### config.mk
export PLATFORM = sky130hd
export DESIGN_NAME = microwire_eeprom_master
export DESIGN_NICKNAME = d
export VERILOG_FILES = /design/src/rtl/mwem_pkg.sv /design/src/rtl/mwem_front.sv /design/src/rtl/mwem_back.sv /design/src/rtl/microwire_eeprom_master.sv
export SDC_FILE = /design/constraint.sdc
export NUM_CORES = 1
export LEC_CHECK = 0
export CAP_MARGIN = 20
export CORE_ASPECT_RATIO = 0.6
export CORE_MARGIN = 2
export CORE_UTILIZATION = 50
export DETAILED_ROUTE_END_ITERATION = 8
export DONT_BUFFER_PORTS = 1
export REMOVE_ABC_BUFFERS = 1
export SETUP_SLACK_MARGIN = 0.5
export SYNTH_ARGS = -nofsm -noshare
export SYNTH_HDL_FRONTEND = slang
export SYNTH_SLANG_ARGS = --single-unit
### constraint.sdc
create_clock -name clk -period 3.95 [get_ports clk]
set_input_delay 0.5925 -clock clk [delete_from_list [all_inputs] [get_ports clk]]
set_output_delay 0.5925 -clock clk [all_outputs]
set_load 0.01 [all_outputs]
### src/rtl/mwem_pkg.sv
package mwem_pkg;

  typedef enum logic [2:0] {
    PH_IDLE  = 3'd0,
    PH_FRAME = 3'd1,
    PH_WDATA = 3'd2,
    PH_POLL  = 3'd3,
    PH_RDATA = 3'd4
  } phase_t;

  localparam logic [1:0] KIND_CMD   = 2'd0;
  localparam logic [1:0] KIND_WRITE = 2'd1;
  localparam logic [1:0] KIND_READ  = 2'd2;

  localparam logic REG_FRAME_BITS   = 1'b0;
  localparam logic REG_POLL_TIMEOUT = 1'b1;

  localparam logic [4:0]  FRAME_BITS_RST   = 5'd9;
  localparam logic [15:0] POLL_TIMEOUT_RST = 16'd10;
  localparam logic [4:0]  WORD_BITS        = 5'd16;
  localparam logic [15:0] FRAME_MASK       = 16'h1FFF;

  // one queued request: tick fields with the frame already built
  typedef struct packed {
    logic        start;
    logic [1:0]  kind;
    logic [15:0] frame;
    logic [15:0] wdata;
    logic        miso;
  } req_t;

  typedef struct packed {
    logic [4:0]  frame_bits;
    logic [15:0] poll_limit;
  } cfg_t;

endpackage

### src/rtl/mwem_front.sv
module mwem_front (
  input  logic             clk,
  input  logic             rst_n,
  input  mwem_pkg::cfg_t   cfg,
  input  logic             in_valid,
  output logic             in_stall,
  input  logic             in_op,
  input  logic [1:0]       in_kind,
  input  logic [7:0]       in_opcode,
  input  logic [7:0]       in_address,
  input  logic [15:0]      in_write_data,
  input  logic             in_miso,
  output logic             q_valid,
  output mwem_pkg::req_t   q_data,
  input  logic             q_pop
);

  localparam logic [4:0] WORD_SHIFT = mwem_pkg::WORD_BITS;

  mwem_pkg::req_t q_mem_r [2];
  logic           wr_ptr_r, wr_ptr_nxt;
  logic           rd_ptr_r, rd_ptr_nxt;
  logic [1:0]     count_r, count_nxt;
  logic           push;
  logic [3:0]     shamt;
  logic [15:0]    addr_sh;
  mwem_pkg::req_t req;

  assign in_stall = (count_r == 2'd2);
  assign push     = in_valid && !in_stall;
  assign q_valid  = (count_r != 2'd0);
  assign q_data   = q_mem_r[rd_ptr_r];

  assign shamt   = 4'(WORD_SHIFT - cfg.frame_bits);
  assign addr_sh = {8'd0, in_address} << shamt;

  always_comb begin
    req.start = in_op;
    req.kind  = in_kind;
    req.frame = (addr_sh & mwem_pkg::FRAME_MASK) | {in_opcode, 8'd0};
    req.wdata = in_write_data;
    req.miso  = in_miso;
  end

  always_comb begin
    wr_ptr_nxt = push ? ~wr_ptr_r : wr_ptr_r;
    rd_ptr_nxt = q_pop ? ~rd_ptr_r : rd_ptr_r;
    count_nxt  = 2'(count_r + {1'b0, push} - {1'b0, q_pop});
  end

  always_ff @(posedge clk) begin
    if (!rst_n) begin
      wr_ptr_r <= 1'b0;
      rd_ptr_r <= 1'b0;
      count_r  <= 2'd0;
    end else begin
      wr_ptr_r <= wr_ptr_nxt;
      rd_ptr_r <= rd_ptr_nxt;
      count_r  <= count_nxt;
    end
  end

  always_ff @(posedge clk) begin
    if (push) begin
      q_mem_r[wr_ptr_r] <= req;
    end
  end

endmodule

### src/rtl/mwem_back.sv
module mwem_back (
  input  logic             clk,
  input  logic             rst_n,
  input  mwem_pkg::cfg_t   cfg,
  input  logic             q_valid,
  input  mwem_pkg::req_t   q_data,
  output logic             q_pop,
  output logic             out_valid,
  input  logic             out_stall,
  output logic             out_chip_select,
  output logic             out_serial_clock,
  output logic             out_mosi,
  output logic             out_busy_res,
  output logic             out_done_res,
  output logic [15:0]      out_read_data,
  output logic             out_timed_out
);

  mwem_pkg::phase_t phase_r, phase_nxt;
  logic [4:0]  bit_cnt_r, bit_cnt_nxt;
  logic        half_r, half_nxt;
  logic [15:0] frame_r, frame_nxt;
  logic [15:0] data_r, data_nxt;
  logic [1:0]  kind_r, kind_nxt;
  logic [15:0] poll_r, poll_nxt;
  logic        tmo_r, tmo_nxt;
  logic        cs_r, cs_nxt;
  logic        sck_r, sck_nxt;
  logic        mosi_r, mosi_nxt;
  logic [15:0] rword_r, rword_nxt;
  logic        done_r, done_nxt;
  logic        valid_r;

  logic        advance;
  logic [4:0]  bc_inc;
  logic [15:0] poll_inc;
  logic        frame_end, word_end, poll_expire;
  logic [15:0] rd_shift;

  assign advance  = !valid_r || !out_stall;
  assign q_pop    = q_valid && advance;

  assign bc_inc      = bit_cnt_r + 5'd1;
  assign poll_inc    = poll_r + 16'd1;
  assign frame_end   = (bc_inc >= cfg.frame_bits);
  assign word_end    = (bc_inc >= mwem_pkg::WORD_BITS);
  assign poll_expire = (poll_inc >= cfg.poll_limit);
  assign rd_shift    = {data_r[14:0], q_data.miso};

  always_comb begin
    phase_nxt = phase_r;
    unique case (phase_r)
      mwem_pkg::PH_IDLE: begin
        if (q_data.start) phase_nxt = mwem_pkg::PH_FRAME;
      end
      mwem_pkg::PH_FRAME: begin
        if (half_r && frame_end) begin
          if (kind_r == mwem_pkg::KIND_WRITE) phase_nxt = mwem_pkg::PH_WDATA;
          else if (kind_r == mwem_pkg::KIND_READ) phase_nxt = mwem_pkg::PH_RDATA;
          else phase_nxt = mwem_pkg::PH_IDLE;
        end
      end
      mwem_pkg::PH_WDATA: begin
        if (half_r && word_end) phase_nxt = mwem_pkg::PH_POLL;
      end
      mwem_pkg::PH_POLL: begin
        if (q_data.miso || poll_expire) phase_nxt = mwem_pkg::PH_IDLE;
      end
      mwem_pkg::PH_RDATA: begin
        if (half_r && word_end) phase_nxt = mwem_pkg::PH_IDLE;
      end
      default: phase_nxt = mwem_pkg::PH_IDLE;
    endcase
  end

  always_comb begin
    bit_cnt_nxt = bit_cnt_r;
    half_nxt    = half_r;
    frame_nxt   = frame_r;
    data_nxt    = data_r;
    kind_nxt    = kind_r;
    poll_nxt    = poll_r;
    tmo_nxt     = tmo_r;
    cs_nxt      = cs_r;
    sck_nxt     = sck_r;
    mosi_nxt    = mosi_r;
    rword_nxt   = rword_r;
    done_nxt    = 1'b0;
    unique case (phase_r)
      mwem_pkg::PH_IDLE: begin
        if (q_data.start) begin
          frame_nxt   = q_data.frame;
          data_nxt    = q_data.wdata;
          kind_nxt    = q_data.kind;
          bit_cnt_nxt = 5'd0;
          half_nxt    = 1'b0;
          poll_nxt    = 16'd0;
          cs_nxt      = 1'b1;
          sck_nxt     = 1'b0;
        end
      end
      mwem_pkg::PH_FRAME: begin
        if (!half_r) begin
          mosi_nxt = frame_r[15];
          sck_nxt  = 1'b1;
          half_nxt = 1'b1;
        end else begin
          sck_nxt     = 1'b0;
          half_nxt    = 1'b0;
          frame_nxt   = {frame_r[14:0], 1'b0};
          bit_cnt_nxt = bc_inc;
          if (frame_end) begin
            bit_cnt_nxt = 5'd0;
            if (kind_r == mwem_pkg::KIND_READ) begin
              data_nxt = 16'd0;
            end else if (kind_r != mwem_pkg::KIND_WRITE) begin
              cs_nxt   = 1'b0;
              done_nxt = 1'b1;
            end
          end
        end
      end
      mwem_pkg::PH_WDATA: begin
        if (!half_r) begin
          mosi_nxt = data_r[15];
          sck_nxt  = 1'b1;
          half_nxt = 1'b1;
        end else begin
          sck_nxt     = 1'b0;
          half_nxt    = 1'b0;
          data_nxt    = {data_r[14:0], 1'b0};
          bit_cnt_nxt = bc_inc;
          if (word_end) begin
            bit_cnt_nxt = 5'd0;
            cs_nxt      = 1'b0;
            poll_nxt    = 16'd0;
          end
        end
      end
      mwem_pkg::PH_POLL: begin
        cs_nxt = 1'b1;
        if (q_data.miso) begin
          cs_nxt      = 1'b0;
          sck_nxt     = 1'b0;
          bit_cnt_nxt = 5'd0;
          half_nxt    = 1'b0;
          done_nxt    = 1'b1;
        end else begin
          poll_nxt = poll_inc;
          if (poll_expire) begin
            tmo_nxt     = 1'b1;
            cs_nxt      = 1'b0;
            sck_nxt     = 1'b0;
            bit_cnt_nxt = 5'd0;
            half_nxt    = 1'b0;
            done_nxt    = 1'b1;
          end
        end
      end
      mwem_pkg::PH_RDATA: begin
        if (!half_r) begin
          sck_nxt  = 1'b1;
          half_nxt = 1'b1;
        end else begin
          sck_nxt     = 1'b0;
          half_nxt    = 1'b0;
          data_nxt    = rd_shift;
          bit_cnt_nxt = bc_inc;
          if (word_end) begin
            rword_nxt   = rd_shift;
            cs_nxt      = 1'b0;
            bit_cnt_nxt = 5'd0;
            done_nxt    = 1'b1;
          end
        end
      end
      default: begin
        cs_nxt      = 1'b0;
        sck_nxt     = 1'b0;
        bit_cnt_nxt = 5'd0;
        half_nxt    = 1'b0;
      end
    endcase
  end

  always_ff @(posedge clk) begin
    if (!rst_n) begin
      phase_r   <= mwem_pkg::PH_IDLE;
      bit_cnt_r <= 5'd0;
      half_r    <= 1'b0;
      frame_r   <= 16'd0;
      data_r    <= 16'd0;
      kind_r    <= 2'd0;
      poll_r    <= 16'd0;
      tmo_r     <= 1'b0;
      cs_r      <= 1'b0;
      sck_r     <= 1'b0;
      mosi_r    <= 1'b0;
      rword_r   <= 16'd0;
      done_r    <= 1'b0;
      valid_r   <= 1'b0;
    end else begin
      if (q_pop) begin
        phase_r   <= phase_nxt;
        bit_cnt_r <= bit_cnt_nxt;
        half_r    <= half_nxt;
        frame_r   <= frame_nxt;
        data_r    <= data_nxt;
        kind_r    <= kind_nxt;
        poll_r    <= poll_nxt;
        tmo_r     <= tmo_nxt;
        cs_r      <= cs_nxt;
        sck_r     <= sck_nxt;
        mosi_r    <= mosi_nxt;
        rword_r   <= rword_nxt;
        done_r    <= done_nxt;
      end
      if (advance) begin
        valid_r <= q_valid;
      end
    end
  end

  assign out_valid        = valid_r;
  assign out_chip_select  = cs_r;
  assign out_serial_clock = sck_r;
  assign out_mosi         = mosi_r;
  assign out_busy_res     = (phase_r != mwem_pkg::PH_IDLE);
  assign out_done_res     = done_r;
  assign out_read_data    = rword_r;
  assign out_timed_out    = tmo_r;

endmodule

### src/rtl/microwire_eeprom_master.sv
// Microwire serial EEPROM master, one half-bit tick per request.
// Input channel (in_*): every request is one tick of the serial clock.
// in_op=1 while idle starts a transaction of kind in_kind (command, write
// with ready poll, read); starts while busy are ignored and just tick.
// Result channel (out_*): exactly one result per request, giving the pin
// levels, busy, done, the last read word and the sticky timeout flag.
// A request's result is registered twice: it is held in the request queue,
// then in the tick engine's state registers. Throughput: one request per
// cycle while the receiver does not stall, set by the single-step tick
// engine. A two-entry queue separates the two sides.
// When the receiver stalls, the engine holds its result and state; the
// queue keeps taking requests until both entries fill, then in_stall rises.
// Reset (rst_n low, synchronous) empties the queue, idles the engine,
// drops all pins and flags, and loads frame_bits=9, poll_timeout=10.
// APB registers: 0x0 frame_bits (5 bits), 0x4 poll_timeout (16 bits);
// write only while idle.
module microwire_eeprom_master (
  input  logic        clk,
  input  logic        rst_n,
  input  logic        psel,
  input  logic        penable,
  input  logic        pwrite,
  input  logic [2:0]  paddr,
  input  logic [31:0] pwdata,
  output logic [31:0] prdata,
  output logic        pready,
  input  logic        in_valid,
  output logic        in_stall,
  input  logic        in_op,
  input  logic [1:0]  in_kind,
  input  logic [7:0]  in_opcode,
  input  logic [7:0]  in_address,
  input  logic [15:0] in_write_data,
  input  logic        in_miso,
  output logic        out_valid,
  input  logic        out_stall,
  output logic        out_chip_select,
  output logic        out_serial_clock,
  output logic        out_mosi,
  output logic        out_busy_res,
  output logic        out_done_res,
  output logic [15:0] out_read_data,
  output logic        out_timed_out
);

  logic [4:0]     frame_bits_r;
  logic [15:0]    poll_timeout_r;
  logic           cfg_wr;
  mwem_pkg::cfg_t cfg;
  logic           q_valid;
  logic           q_pop;
  mwem_pkg::req_t q_data;

  assign pready = 1'b1;
  assign cfg_wr = psel && penable && pwrite;

  always_ff @(posedge clk) begin
    if (!rst_n) begin
      frame_bits_r   <= mwem_pkg::FRAME_BITS_RST;
      poll_timeout_r <= mwem_pkg::POLL_TIMEOUT_RST;
    end else if (cfg_wr) begin
      if (paddr[2] == mwem_pkg::REG_FRAME_BITS) frame_bits_r <= pwdata[4:0];
      else poll_timeout_r <= pwdata[15:0];
    end
  end

  always_comb begin
    if (paddr[2] == mwem_pkg::REG_POLL_TIMEOUT) prdata = {16'd0, poll_timeout_r};
    else prdata = {27'd0, frame_bits_r};
  end

  always_comb begin
    if (frame_bits_r == 5'd0) cfg.frame_bits = 5'd1;
    else if (frame_bits_r > mwem_pkg::WORD_BITS) cfg.frame_bits = mwem_pkg::WORD_BITS;
    else cfg.frame_bits = frame_bits_r;
    cfg.poll_limit = (poll_timeout_r == 16'd0) ? 16'd1 : poll_timeout_r;
  end

  mwem_front u_front (
    .clk           (clk),
    .rst_n         (rst_n),
    .cfg           (cfg),
    .in_valid      (in_valid),
    .in_stall      (in_stall),
    .in_op         (in_op),
    .in_kind       (in_kind),
    .in_opcode     (in_opcode),
    .in_address    (in_address),
    .in_write_data (in_write_data),
    .in_miso       (in_miso),
    .q_valid       (q_valid),
    .q_data        (q_data),
    .q_pop         (q_pop)
  );

  mwem_back u_back (
    .clk              (clk),
    .rst_n            (rst_n),
    .cfg              (cfg),
    .q_valid          (q_valid),
    .q_data           (q_data),
    .q_pop            (q_pop),
    .out_valid        (out_valid),
    .out_stall        (out_stall),
    .out_chip_select  (out_chip_select),
    .out_serial_clock (out_serial_clock),
    .out_mosi         (out_mosi),
    .out_busy_res     (out_busy_res),
    .out_done_res     (out_done_res),
    .out_read_data    (out_read_data),
    .out_timed_out    (out_timed_out)
  );

endmodule

# Word-level counts from Yosys, hierarchy flattened
# Memories as Yosys holds them, arrays and structs flattened. A register that Yosys moved wholly into a read port is not among the register bits.
# Cells that the tools add are included.
# word_totals
regBits	105
ramBits	72
input_bits	78
out_inout_bits	57
wordCells	162
memories	1
# mem_list
name	depth	word_bits	rd	rd_clocked_by_memory_dff	write_ports	line_no	rtl
u_front.q_mem_r	2	36	1	1	1	mwem_front.sv:20	mwem_pkg::req_t q_mem_r [2];
# op_classes
n_addsub	5
n_lt_le_gt_ge	4
eq_ne	27
shift	1
muxes	66
bitwise_logic	5
n_reduce_logical	35
# ops
cell	n
$mux 16	14
$pmux 16 s4	1
$pmux 16 s3	1
$mux 5	9
$pmux 16 s2	1
$ne 2x1->1 const B	14
$mux 1	27
$mux 3	7
$pmux 5 s4	1
$add 16x1->16 const B	1
$ge 16x16->1	1
$logic_not 16->1	1
$or 13x16->16	1
$reduce_and 4->1	4
$reduce_and 8->1	2
$pmux 3 s5	1
$shl 8x4->13	1
$reduce_and 6->1	2
$ne 2x2->1 const B	5
$eq 3x2->1 const B	2
$logic_and 1x1->1	6
$pmux 1 s3	2
$reduce_and 3->1	2
$reduce_bool 2->1	3
25 further kinds	34

# Logic depth before layout (Yosys ltp)
# Gate-level depths: netlist of the first run.
# logic_depth
word_depth	7
mapped_depth	13
mapped_depth_nobuf	12

# By module
# A second synthesis of the first run with hierarchy kept.
# hier_totals
cells_unflattened	914
area_unflattened_um2	9042.4
# by_module_without_submodules
mod	n_inst	cells_each	area_per_inst_um2	seq_area_each_um2
mwem_back	1	553	4449.3	1601.5
mwem_front	1	207	3310.7	2262.2
microwire_eeprom_master	1	154	1282.5	420.4

# Least setup slack after synthesis of the first run
# OpenSTA, ideal clock, no wires.
# synth_path
kind	register -> register
from	register frame_bits_r[1]
to	register u_back.data_r[10]
setup_time_ps	86
arrival_ps	2920
required_ps	3864
slack_ps	945
stages_incl_launch_ff	14
path_buffers	3
period_less_slack_ps	3005
path_cell_list	dfxtp_1 > nor3_1 > o21ai_1 > buf_2 > inv_1 > ha_1 > nand2b_1 > a2111oi_1 > o21ai_1 > a31o_2 > and2_1 > buf_2 > buf_2 > a211oi_1
# synth_via
elab_chain_cells	6
word_cells_on_any_way	7
cone_classes	2 x order compare; 1 x eq/ne; 2 x mux; 2 x reduce/logical
# synth_rtl
item	line_no	rtl
start: declaration	microwire_eeprom_master.sv:46	logic [4:0] frame_bits_r;
start signal: assignment	microwire_eeprom_master.sv:59	frame_bits_r <= mwem_pkg::FRAME_BITS_RST;
start signal: assignment	microwire_eeprom_master.sv:62	if (paddr[2] == mwem_pkg::REG_FRAME_BITS) frame_bits_r <= pwdata[4:0];
$gt 5x5->1	microwire_eeprom_master.sv:74	else if (frame_bits_r > mwem_pkg::WORD_BITS) cfg.frame_bits = mwem_pkg::WORD_BITS;
$mux 5	microwire_eeprom_master.sv:74	
$mux 5 (*)	microwire_eeprom_master.sv:73	if (frame_bits_r == 5'd0) cfg.frame_bits = 5'd1;
$ge 5x5->1 (*)	mwem_back.sv:45	assign frame_end = (bc_inc >= cfg.frame_bits);
$ne 2x1->1 (no source line) (*)	n/a	
$reduce_and 8->1 (no source line) (*)	n/a	
end signal: assignment	mwem_back.sv:208	data_r <= data_nxt;
end: declaration	mwem_back.sv:23	logic [15:0] data_r, data_nxt;
# Mark *: on every way between the ends. The rest lies on a longest branch, timed or not.
# A chain may end at the register's enable or synchronous reset.

# Worst setup path in the final report of the first run
# layout_path
from	register u_back.poll_r[2]
to	register u_back.bit_cnt_r[1]
# layout_via
elab_chain_cells	4
# layout_rtl
item	line_no	rtl
start: declaration	mwem_back.sv:25	logic [15:0] poll_r, poll_nxt;
start signal: assignment	mwem_back.sv:210	poll_r <= poll_nxt;
$add 16x1->16	mwem_back.sv:44	assign poll_inc = poll_r + 16'd1;
$ge 16x16->1	mwem_back.sv:47	assign poll_expire = (poll_inc >= cfg.poll_limit);
$ne 3x1->1 (no source line)	n/a	
$reduce_and 5->1 (no source line)	n/a	
end signal: assignment	mwem_back.sv:205	bit_cnt_r <= bit_cnt_nxt;
end: declaration	mwem_back.sv:20	logic [4:0] bit_cnt_r, bit_cnt_nxt;
# No other way between the ends.

==> metrics, run 1 <==
GR Overflow Total=0; XOR/XNOR Fraction of Synth Area=0.02331; Setup crit start=u_back.poll_r[2]; RSZ-0062 raised after global routing=true; Die X=173.2 um; clk sinks=178; Nets=965; core area=0.01699 sq mm; initial core utilization=0.5056; Leak=3.536 nW; FP Rows=37; Routed WL per cell=18.03 um; Reg2Reg Capture Point=u_back.bit_cnt_r[1]; TritonCTS clock tree=yes; total track usage=0.2195; Async S/R FF share, synth=0; critical path type=reg2reg; fillers=1,523; Mapped Cells=881; Root Buffer=clkbuf_16; R2R setup slack=0.65 ns; maximum fanout along the worst path=6; DRT Wirelength=19,930 um; commonest non-fill, non-tap cell in the layout=dfxtp_1; final hold vios=0; register area share after synthesis=0.4988; crit end category=flip-flop; Area Overhead vs Synth=8.332%; setup violators final=0; Crit path required time=4.30 ns; total clock buffers created by CTS=17; Critical Path Source Type=flip-flop; Post-CTS Setup Repair Bufs=0; hold path depth=1; Worst-path clk slew=0.07 ns; Synth Cell Area=0.008589 sq mm; Reg-to-Reg Start=u_back.poll_r[2]; Compound-Gate Fraction of Synth Area=0.1352; fraction of layout cells with a size suffix above 1=0.07577; Max rail drop VDD=0.3634 mV; setup TNS=0 ns; Yosys cell types=61; clock skew=0.01621 ns; GPL Wtd Cong=0.8571; Pre-antenna DRT Iters=5; Die ar.=0.01828 sq mm; H-Tree Level Count=4; Min-Delay Startpoint=rst_n; routed via count=6,356; Final Cycle Share=0.8346; DRT antenna net count=0; Max Buffers Root-to-Sink=2; top_reg_cell synth=dfxtp_1; Critical Path AT=3.64 ns; syn_area_per_cell=9.750 sq um; Ports=135; Pins Over Slew Limit=0; worst r2r path cells=12; post-synthesis mux area share=0.1004; Worst-Skew Late Latency=0.43 ns; largest net degree at the start of global routing=62; Tmin final=3.297 ns; simple-gate portion of the synthesized area=0.1471; Max Clock Freq=303.4 MHz; Worst-Margin Slew=1.118 ns; die height=105.5 um; EDFF count, synth=72; drt initial violations=465; adder-cell area share of the yosys netlist=0.04224; commonest cells after routing, fill and taps aside=dfxtp_1, nor2_1, a21oi_1, nand2_1, mux2i_1; # diodes=0; number of global-route vias before repair=5,861; max-slew headroom at the worst pin=0.2547; maximum capacitance violations=0; vias per cell=5.752; post-synthesis register bit count=178; Yosys warnings=0; initial antenna violation count=0; Post-route DRC=0; power per cell area=599.1 mW/mm^2; largest family of logic cells by synthesized area=simple AND/OR/NAND/NOR gates; DP HPWL=13,400 um; CP Capture Point=u_back.bit_cnt_r[1]; status=finished, final reports clean; global-route wire length before repair=31,510 um; Pwr Total=5.575 mW; hold crit path type=in2reg; port buffer count=0
how the worst min path moves through the flow:
| stage | to | slack [ns] |
|---|---|---|
| after detailed placement | u_back.out_mosi | 0.47 |
| final | frame_bits_r[0] | 0.23 |
| after global placement | u_back.bit_cnt_r[1] | 0.47 |
| after CTS | frame_bits_r[3] | 0.21 |
| after global routing | frame_bits_r[3] | 0.22 |
| after floorplan | u_back.data_r[0] | 0.44 |
cells in the mapped netlist (5+ instances only):
cell | count | area share
xnor2_1 | 15 | 0.015
a21oi_1 | 86 | 0.050
nor4_1 | 6 | 0.0044
o21ai_0 | 23 | 0.013
ha_1 | 29 | 0.042
a211oi_1 | 34 | 0.030
inv_1 | 28 | 0.012
xor2_1 | 6 | 0.0061
nand2b_1 | 5 | 0.0036
nor2_1 | 94 | 0.041
nand3_1 | 20 | 0.012
clkbuf_1 | 38 | 0.017
nand4_1 | 6 | 0.0044
nand2_1 | 82 | 0.036
a31oi_1 | 13 | 0.0095
mux2i_1 | 78 | 0.091
dfxtp_1 | 106 | 0.25
buf_2 | 7 | 0.0041
nor3_1 | 24 | 0.014
and2_1 | 18 | 0.013
buf_4 | 17 | 0.015
edfxtp_1 | 72 | 0.25
mux2_2 | 6 | 0.0079
sequential cells by signal, indices dropped and copies added, names as in the netlist, named ones only:
| register | cells |
|---|---|
| u_front.q_mem_r | 72 |
| u_front.rd_ptr_r | 1 |
| u_back.out_chip_select | 1 |
| u_back.phase_r | 3 |
| u_back.data_r | 16 |
| u_front.count_r | 2 |
| u_back.out_valid | 1 |
| frame_bits_r | 5 |
| u_front.wr_ptr_r | 1 |
| u_back.out_timed_out | 1 |
| u_back.out_serial_clock | 1 |
| u_back.out_read_data | 16 |
| u_back.bit_cnt_r | 5 |
| u_back.poll_r | 16 |
| u_back.out_mosi | 1 |
| u_back.frame_r | 16 |
| u_back.kind_r | 2 |
| poll_timeout_r | 16 |
| u_back.out_done_res | 1 |
critical path, cell delays in order, from the launching register on:
cell	delay, ns
dfxtp_1	0.43
and3_1	0.25
and4_4	0.27
nand3_1	0.17
or2_0	0.32
xnor2_1	0.30
ha_1	0.31
a21oi_1	0.14
o21ai_0	0.09
a21oi_1	0.18
nand4_1	0.27
nand2_2	0.25
mux2i_1	0.23
layout make-up:
cell class	instances	area [sq um]	area share
multi-input cells	620	3943	0.4237
flip-flops and latches	178	4285	0.4605
repair buffers	10	87.58	0.009412
inverters	31	116.4	0.01251
clock inverters	14	141.4	0.01519
clock buffers	18	439.2	0.04720
well taps	234	292.8	0.03146
logic make-up (layout without fill, tap and decap cells):
| family | after synthesis | count (layout) |
|---|---|---|
| XOR/XNOR | 22 | 22 |
| flip-flops | 178 | 178 |
| buffers and inverters | 98 | 73 |
| multiplexers | 85 | 85 |
| AND/OR/NAND/NOR | 277 | 277 |
| adder cells (fa/ha/maj) | 29 | 29 |
| AO/OA/AOI/OAI | 190 | 190 |
| other | 2 | 17 |
metal layers:
layer  track usage  up-vias  part of all wire
met4       0.05024        0            0.0042
met2        0.3183      200              0.42
met5             0        -                 0
met1        0.3233     3066              0.51
met3       0.06241        9             0.068
li1              -     3081                 -
through the flow:
stage / instances / hold slack, ns / setup slack (ns) / cell area (sq um) / util
after floorplan: 829 / 0.4411 / 0.7187 / 8314 / -
after global placement: 1072 / 0.4666 / 0.7681 / 8693 / 0.5117
after detailed placement: 1072 / 0.4697 / 0.6607 / 8693 / 0.5117
after CTS: 1104 / 0.2149 / 0.6184 / 9274 / 0.5458
after global routing: 1105 / 0.2200 / 0.5034 / 9305 / 0.5477
final: 1105 / 0.2321 / 0.6535 / 9305 / 0.5477
repair_timing:
item | 4_1_cts | 5_1_grt
hold buffers | 0 | 0
setup endpoints to repair | 0 | 22
resized for setup | 0 | 4
power breakdown:
group          leakage [nW]  internal (mW)  total, mW  switching (mW)
Clock                 0.285          0.908       1.68           0.770
Sequential             1.53           2.22       2.42           0.203
Combinational          1.72          0.547       1.48           0.928
Total                  3.54           3.67       5.57            1.90
Power figures use the tool's default switching activity.
==> run 2, diff against run 1 <==
- ABC_AREA: unset -> 1
- clock period: 3.95 -> 3.22 ns (I/O delays scaled with it)
==> metrics, run 2 <==
status=finished, final reports clean (unchanged); Leak=3.931 nW (was 3.536 nW); commonest cells after routing, fill and taps aside=nand2_1, o21ai_0, nor2_1, inv_1, dfxtp_1 (was dfxtp_1, nor2_1, a21oi_1, nand2_1, mux2i_1); number of global-route vias before repair=5,916 (was 5,861); NetSw=2.924 mW (was 1.901 mW); Pins Over Slew Limit=0 (unchanged); Final Cycle Share=0.7916 (was 0.8346); largest net degree at the start of global routing=84 (was 62); XOR/XNOR Fraction of Synth Area=0.01837 (was 0.02331); sequential fraction of design power=0.404 (was 0.434); hold crit path type=in2reg (unchanged); GPL Wtd Cong=0.8586 (was 0.8571); placed insts=1,237 (was 1,072); vias per cell=5.131 (was 5.752); Async S/R FF share, synth=0 (unchanged); Synth Cell Area=0.008582 sq mm (was 0.008589 sq mm); Worst-path clk slew=0.08 ns (was 0.07 ns); core area=0.01699 sq mm (unchanged); clk sinks=178 (unchanged); DP HPWL=12,830 um (was 13,400 um); global-route wire length before repair=30,990 um (was 31,510 um); initial antenna violation count=0 (unchanged); synth cell count leaders=nand2_1, o21ai_0, nor2_1 (was dfxtp_1, nor2_1, a21oi_1); Root Buffer=clkbuf_16 (unchanged); post-synthesis mux area share=0.03980 (was 0.1004); Nets=1,136 (was 965); adder-cell area share of the yosys netlist=0.04228 (was 0.04224); commonest non-fill, non-tap cell in the layout=nand2_1 (was dfxtp_1); max reg flops=72 (unchanged); Critical Path AT=2.83 ns (was 3.64 ns); syn_area_per_cell=8.356 sq um (was 9.750 sq um); initial core utilization=0.5051 (was 0.5056); critical path type=reg2reg (unchanged); Yosys cell types=42 (was 61); RSZ-0062 raised after global routing=false (was true); setup violators final=0 (unchanged); fraction of layout cells with a size suffix above 1=0.09885 (was 0.07577); Crit path required time=3.50 ns (was 4.30 ns); Area Overhead vs Synth=11.47% (was 8.332%); Worst-Skew Late Latency=0.43 ns (about the same); final hold vios=0 (unchanged); H-Tree Level Count=4 (unchanged); Yosys warnings=0 (unchanged); port buffer count=0 (unchanged); DRT antenna net count=0 (unchanged); EDFF count, synth=72 (unchanged); max-slew headroom at the worst pin=0.3686 (was 0.2547); switching share of power=0.3831 (was 0.3410); Max rail drop VDD=0.5256 mV (was 0.3634 mV); drt initial violations=397 (was 465); total track usage=0.2120 (was 0.2195); GR Overflow Total=0 (unchanged); DRT Wirelength=18,620 um (was 19,930 um); WHS=0.1386 ns (was 0.2321 ns); simple-gate portion of the synthesized area=0.1725 (was 0.1471); fillers=1,631 (was 1,523); Worst-Margin Slew=0.9460 ns (was 1.118 ns); Ports=135 (unchanged); most common cell in the netlist=nand2_1 (was dfxtp_1); TritonCTS clock tree=yes (unchanged); maximum capacitance violations=0 (unchanged); top_reg_cell synth=dfxtp_1 (unchanged); Pint=4.709 mW (was 3.674 mW); top post-synthesis cells by area=edfxtp_1, dfxtp_1, nand2_1 (was edfxtp_1, dfxtp_1, mux2i_1); largest family of logic cells by synthesized area=simple AND/OR/NAND/NOR gates (unchanged); post-synthesis register bit count=178 (unchanged); design area=0.009567 sq mm (was 0.009305 sq mm); clock skew=0.01241 ns (was 0.01621 ns); Max Buffers Root-to-Sink=2 (unchanged); # diodes=0 (unchanged); non-filler cells, final=1,276 (was 1,105); FP Rows=37 (unchanged); Pre-antenna DRT Iters=5 (unchanged); Yosys top cell area share=0.2519 (was 0.2517); Compound-Gate Fraction of Synth Area=0.1398 (was 0.1352); Critical Path Source Type=flip-flop (unchanged); setup TNS=0 ns (unchanged); Comb pwr share=0.322 (was 0.265); routed via count=6,547 (was 6,356); power per cell area=797.9 mW/mm^2 (was 599.1 mW/mm^2); Mapped Cells=1,027 (was 881); Clock power frac=0.274 (was 0.301); Tmin final=2.549 ns (was 3.297 ns); placed cell areas=0.008781 sq mm (was 0.008693 sq mm); Routed WL per cell=14.59 um (was 18.03 um); register area share after synthesis=0.4992 (was 0.4988); Die X=173.1 um (was 173.2 um); area leader, netlist=edfxtp_1 (unchanged); die height=105.5 um (about the same); maximum fanout along the worst path=4 (was 6); Post-route DRC=0 (unchanged); Biggest register=u_front.q_mem_r (unchanged); total clock buffers created by CTS=17 (unchanged); crit end category=flip-flop (unchanged); Die ar.=0.01826 sq mm (was 0.01828 sq mm); Max Clock Freq=392.3 MHz (was 303.4 MHz)
-- run 2: cell count changes in the layout (fill, tap and decap cells not counted), moves of 17 or more --
| cell | delta |
|---|---|
| nor3_1 | -20 |
| a211oi_1 | -33 |
| nand2_1 | +91 |
| nor2_1 | +27 |
| o21ai_0 | +104 |
| and2_1 | -17 |
| inv_1 | +85 |
| mux2i_1 | -45 |
-- run 2: metrics by stage --
| step | util | setup WS, ns | power [mW] |
|---|---|---|---|
| final | 0.5631 | 0.6712 | 7.634 |
| after global routing | 0.5631 | 0.4674 | 8.187 |
| after CTS | 0.5548 | 0.5033 | 7.607 |
| after detailed placement | 0.5168 | 0.3500 | 5.502 |
| after global placement | 0.5168 | 0.3488 | 5.489 |
| after floorplan | - | 0.3139 | 4.807 |
-- run 2: critical path, cell delays in order, from the launching register on --
cell      delay (ns)
dfxtp_2         0.39
ha_4            0.17
nand3_4         0.11
nand3b_1        0.23
nor2_2          0.16
xor2_1          0.21
ha_1            0.26
nand2_1         0.09
o21ai_1         0.09
a21oi_2         0.18
buf_4           0.14
buf_4           0.09
nand2_1         0.08
a21oi_1         0.14
nor2_1          0.05
-- run 2: power groups by stage --
stage | Clock (mW) | Combinational (mW) | Sequential [mW]
2_1_floorplan | 0 | 1.70 | 3.11
3_3_place_gp | 0 | 2.37 | 3.11
3_5_place_dp | 0 | 2.38 | 3.12
4_1_cts | 2.13 | 2.40 | 3.07
5_1_grt | 2.23 | 2.81 | 3.14
6_report | 2.09 | 2.46 | 3.08
-- run 2: final timing paths --
| path | startpoint | endpoint | slack (ns) | depth (start not counted) |
|---|---|---|---|---|
| min reg2reg | u_back.frame_r[13] | u_back.frame_r[13] | 0.44 | 2 |
| max | u_back.poll_r[0] | u_back.out_timed_out | 0.67 | 14 |
| max reg2reg | u_back.poll_r[0] | u_back.out_timed_out | 0.67 | 14 |
| min | in_write_data[4] | u_front.q_mem_r[0][5] | 0.14 | 0 |
-- run 2: final cells by class --
cell class	instances	area [sq um]	share of cell area
well taps	234	292.8	0.03060
multi-input cells	688	3719	0.3887
repair buffers	21	177.7	0.01857
clock inverters	15	183.9	0.01923
clock buffers	17	425.4	0.04447
flip-flops and latches	178	4304	0.4499
inverters	123	464.2	0.04852
-- run 2: cell families after synthesis --
logic type | count (synthesis)
AOI/OAI and AO/OA | 230
adders and majority gates | 29
xor gates and xnor gates | 18
buffers and inverters | 176
other | 2
muxes | 34
and+or+nand+nor | 360
DFF | 178
-- run 2: timing repair --
action                     4_1_cts  5_1_grt
buffers inserted                 2        4
setup endpoints to repair       10       28
hold buffers                     0        0
pin swaps                        2        8
resized for setup                6       30
-- run 2: layer usage --
layer | routed length [um] | global-route usage | up-vias
li1 | - | - | 3375
met1 | 10210 | 0.3373 | 2990
met2 | 7029 | 0.2809 | 171
met3 | 1288 | 0.06205 | 11
met4 | 94 | 0.03692 | 0
met5 | 0 | 0 | -
==> run 3, diff against run 2 <==
- clock period: 3.22 -> 2.5 ns (I/O delays scaled with it)
==> metrics, run 3 (same netlist as run 2, synthesis figures left out) <==
die height=105.5 um (unchanged); DRT Wirelength=19,750 um (was 18,620 um); Critical Path Source Type=flip-flop (unchanged); status=finished, final reports clean (unchanged); met2 WL=7897 um (was 7029 um); routed via count=6,741 (was 6,547); H-Tree Level Count=4 (unchanged); Final Cycle Share=0.9856 (was 0.7916); power per cell area=1024 mW/mm^2 (was 797.9 mW/mm^2); TritonCTS clock tree=yes (unchanged); maximum fanout along the worst path=8 (was 4); Worst-Margin Slew=0.9332 ns (was 0.9460 ns); WHS=0.03431 ns (was 0.1386 ns); setup TNS=0 ns (unchanged); Worst-Skew Late Latency=0.43 ns (about the same); initial core utilization=0.5051 (unchanged); largest net degree at the start of global routing=84 (unchanged); total track usage=0.2176 (was 0.2120); pre-CTS WS=-0.2417 ns (was 0.3500 ns); met1 WL=10,270 um (was 10,210 um); number of global-route vias before repair=6,175 (was 5,916); fraction of layout cells with a size suffix above 1=0.2031 (was 0.09885); Post-route DRC=0 (unchanged); Tmin final=2.464 ns (was 2.549 ns); Pwr Total=10.60 mW (was 7.634 mW); RSZ-0062 raised after global routing=true (was false); max-slew headroom at the worst pin=0.3772 (was 0.3686); final setup margin=0.03606 ns (was 0.6712 ns); maximum capacitance violations=0 (unchanged); GPL Wtd Cong=0.8413 (was 0.8586); Routed WL per cell=14.94 um (was 14.59 um); hold crit path type=in2reg (unchanged); drt initial violations=441 (was 397); Area Overhead vs Synth=20.64% (was 11.47%); Critical Path AT=2.78 ns (was 2.83 ns); Root Buffer=clkbuf_16 (unchanged); clk sinks=178 (unchanged); Die X=173.1 um (unchanged); commonest non-fill, non-tap cell in the layout=nand2_1 (unchanged); DP HPWL=13,240 um (was 12,830 um); top layer in use=met4 (unchanged); total clock buffers created by CTS=17 (unchanged); final hold vios=0 (unchanged); critical path type=reg2reg (unchanged); Max Buffers Root-to-Sink=2 (unchanged); Pins Over Slew Limit=0 (unchanged); Max rail drop VDD=0.6495 mV (was 0.5256 mV); Ports=135 (unchanged); met3 wire len=1437 um (was 1288 um); crit end category=flip-flop (unchanged); commonest cells after routing, fill and taps aside=nand2_1, o21ai_0, nor2_1, inv_1, dfxtp_1 (unchanged); # diodes=0 (unchanged); Max Clock Freq=405.9 MHz (was 392.3 MHz); initial antenna violation count=0 (unchanged); Pre-antenna DRT Iters=5 (unchanged); vias per cell=5.099 (was 5.131); GR Overflow Total=0 (unchanged); Worst-path clk slew=0.08 ns (about the same); max reg flops=72 (unchanged); Leak=4.237 nW (was 3.931 nW); DRT antenna net count=0 (unchanged); setup violators final=0 (unchanged); port buffer count=0 (unchanged); global-route wire length before repair=31,690 um (was 30,990 um); Biggest register=u_front.q_mem_r (unchanged); Crit path required time=2.82 ns (was 3.50 ns); core area=0.01699 sq mm (unchanged); clock skew=0.01156 ns (was 0.01241 ns); Die ar.=0.01826 sq mm (unchanged); CTS Hold Bufs=0 (unchanged); Nets=1,182 (was 1,136); FP Rows=37 (unchanged)
-- run 3: changes by cell type in the layout (fill, tap and decap cells not counted), sizes merged --
| cell | before | now |
|---|---|---|
| buf | 21 | 66 |
| clkinvlp | 0 | 2 |
| inv | 130 | 128 |
| clkinv | 8 | 9 |
-- run 3: through the flow --
stage	util	std cells	cell area, sq um
3_5_place_dp	0.5342	1273	9076
6_report	0.6094	1322	10350
5_1_grt	0.6094	1322	10350
2_1_floorplan	-	989	8354
4_1_cts	0.5877	1316	9985
3_3_place_gp	0.5342	1273	9076
-- run 3: routing by layer --
layer / vias up / track usage
met1: 3067 / 0.3291
met5: - / 0
met2: 176 / 0.3131
met3: 17 / 0.05159
met4: 0 / 0.05024
li1: 3481 / -
-- run 3: repair_timing --
item | in CTS | in global routing
resized for setup | 58 | 89
cloned | 2 | 0
setup endpoints to repair | 47 | 73
pin swaps | 30 | 33
setup buffers | 9 | 6
-- run 3: path summary, 6_finish.rpt --
check	depth (start not counted)	end	from	slack, ns
worst max-delay path	15	u_back.bit_cnt_r[4]	u_back.poll_r[3]	0.04
worst min-delay path	0	u_front.q_mem_r[1][5]	in_write_data[4]	0.03
worst max register to register	15	u_back.bit_cnt_r[4]	u_back.poll_r[3]	0.04
worst min register to register	2	u_back.frame_r[11]	u_back.frame_r[11]	0.45
-- run 3: cell type report --
type | instances | area [sq um]
clock inverter | 15 | 180.2
fill | 1516 | 6636
clock buffer | 17 | 425.4
timing repair buffer | 66 | 596.8
timing repair inverter | 1 | 6.256
multi-input combinational | 688 | 4058
inverter | 123 | 485.5
sequential | 178 | 4309
tap | 234 | 292.8
-- run 3: power breakdown --
| part | total, mW | internal (mW) | switching [mW] |
|---|---|---|---|
| Combinational | 3.95 | 1.49 | 2.45 |
| Clock | 2.66 | 1.36 | 1.30 |
| Sequential | 3.99 | 3.61 | 0.375 |
-- run 3: critical path, cell delays in order (launching register included) --
cell	delay [ns]
dfxtp_4	0.36
buf_6	0.09
buf_6	0.09
nand3_4	0.10
nand3b_1	0.22
nor2_2	0.17
xor2_1	0.20
ha_1	0.27
nand2_2	0.11
o21ai_2	0.07
a21oi_2	0.18
nand3_4	0.13
nand2_4	0.15
inv_6	0.06
nor2_1	0.09
nor2_1	0.05
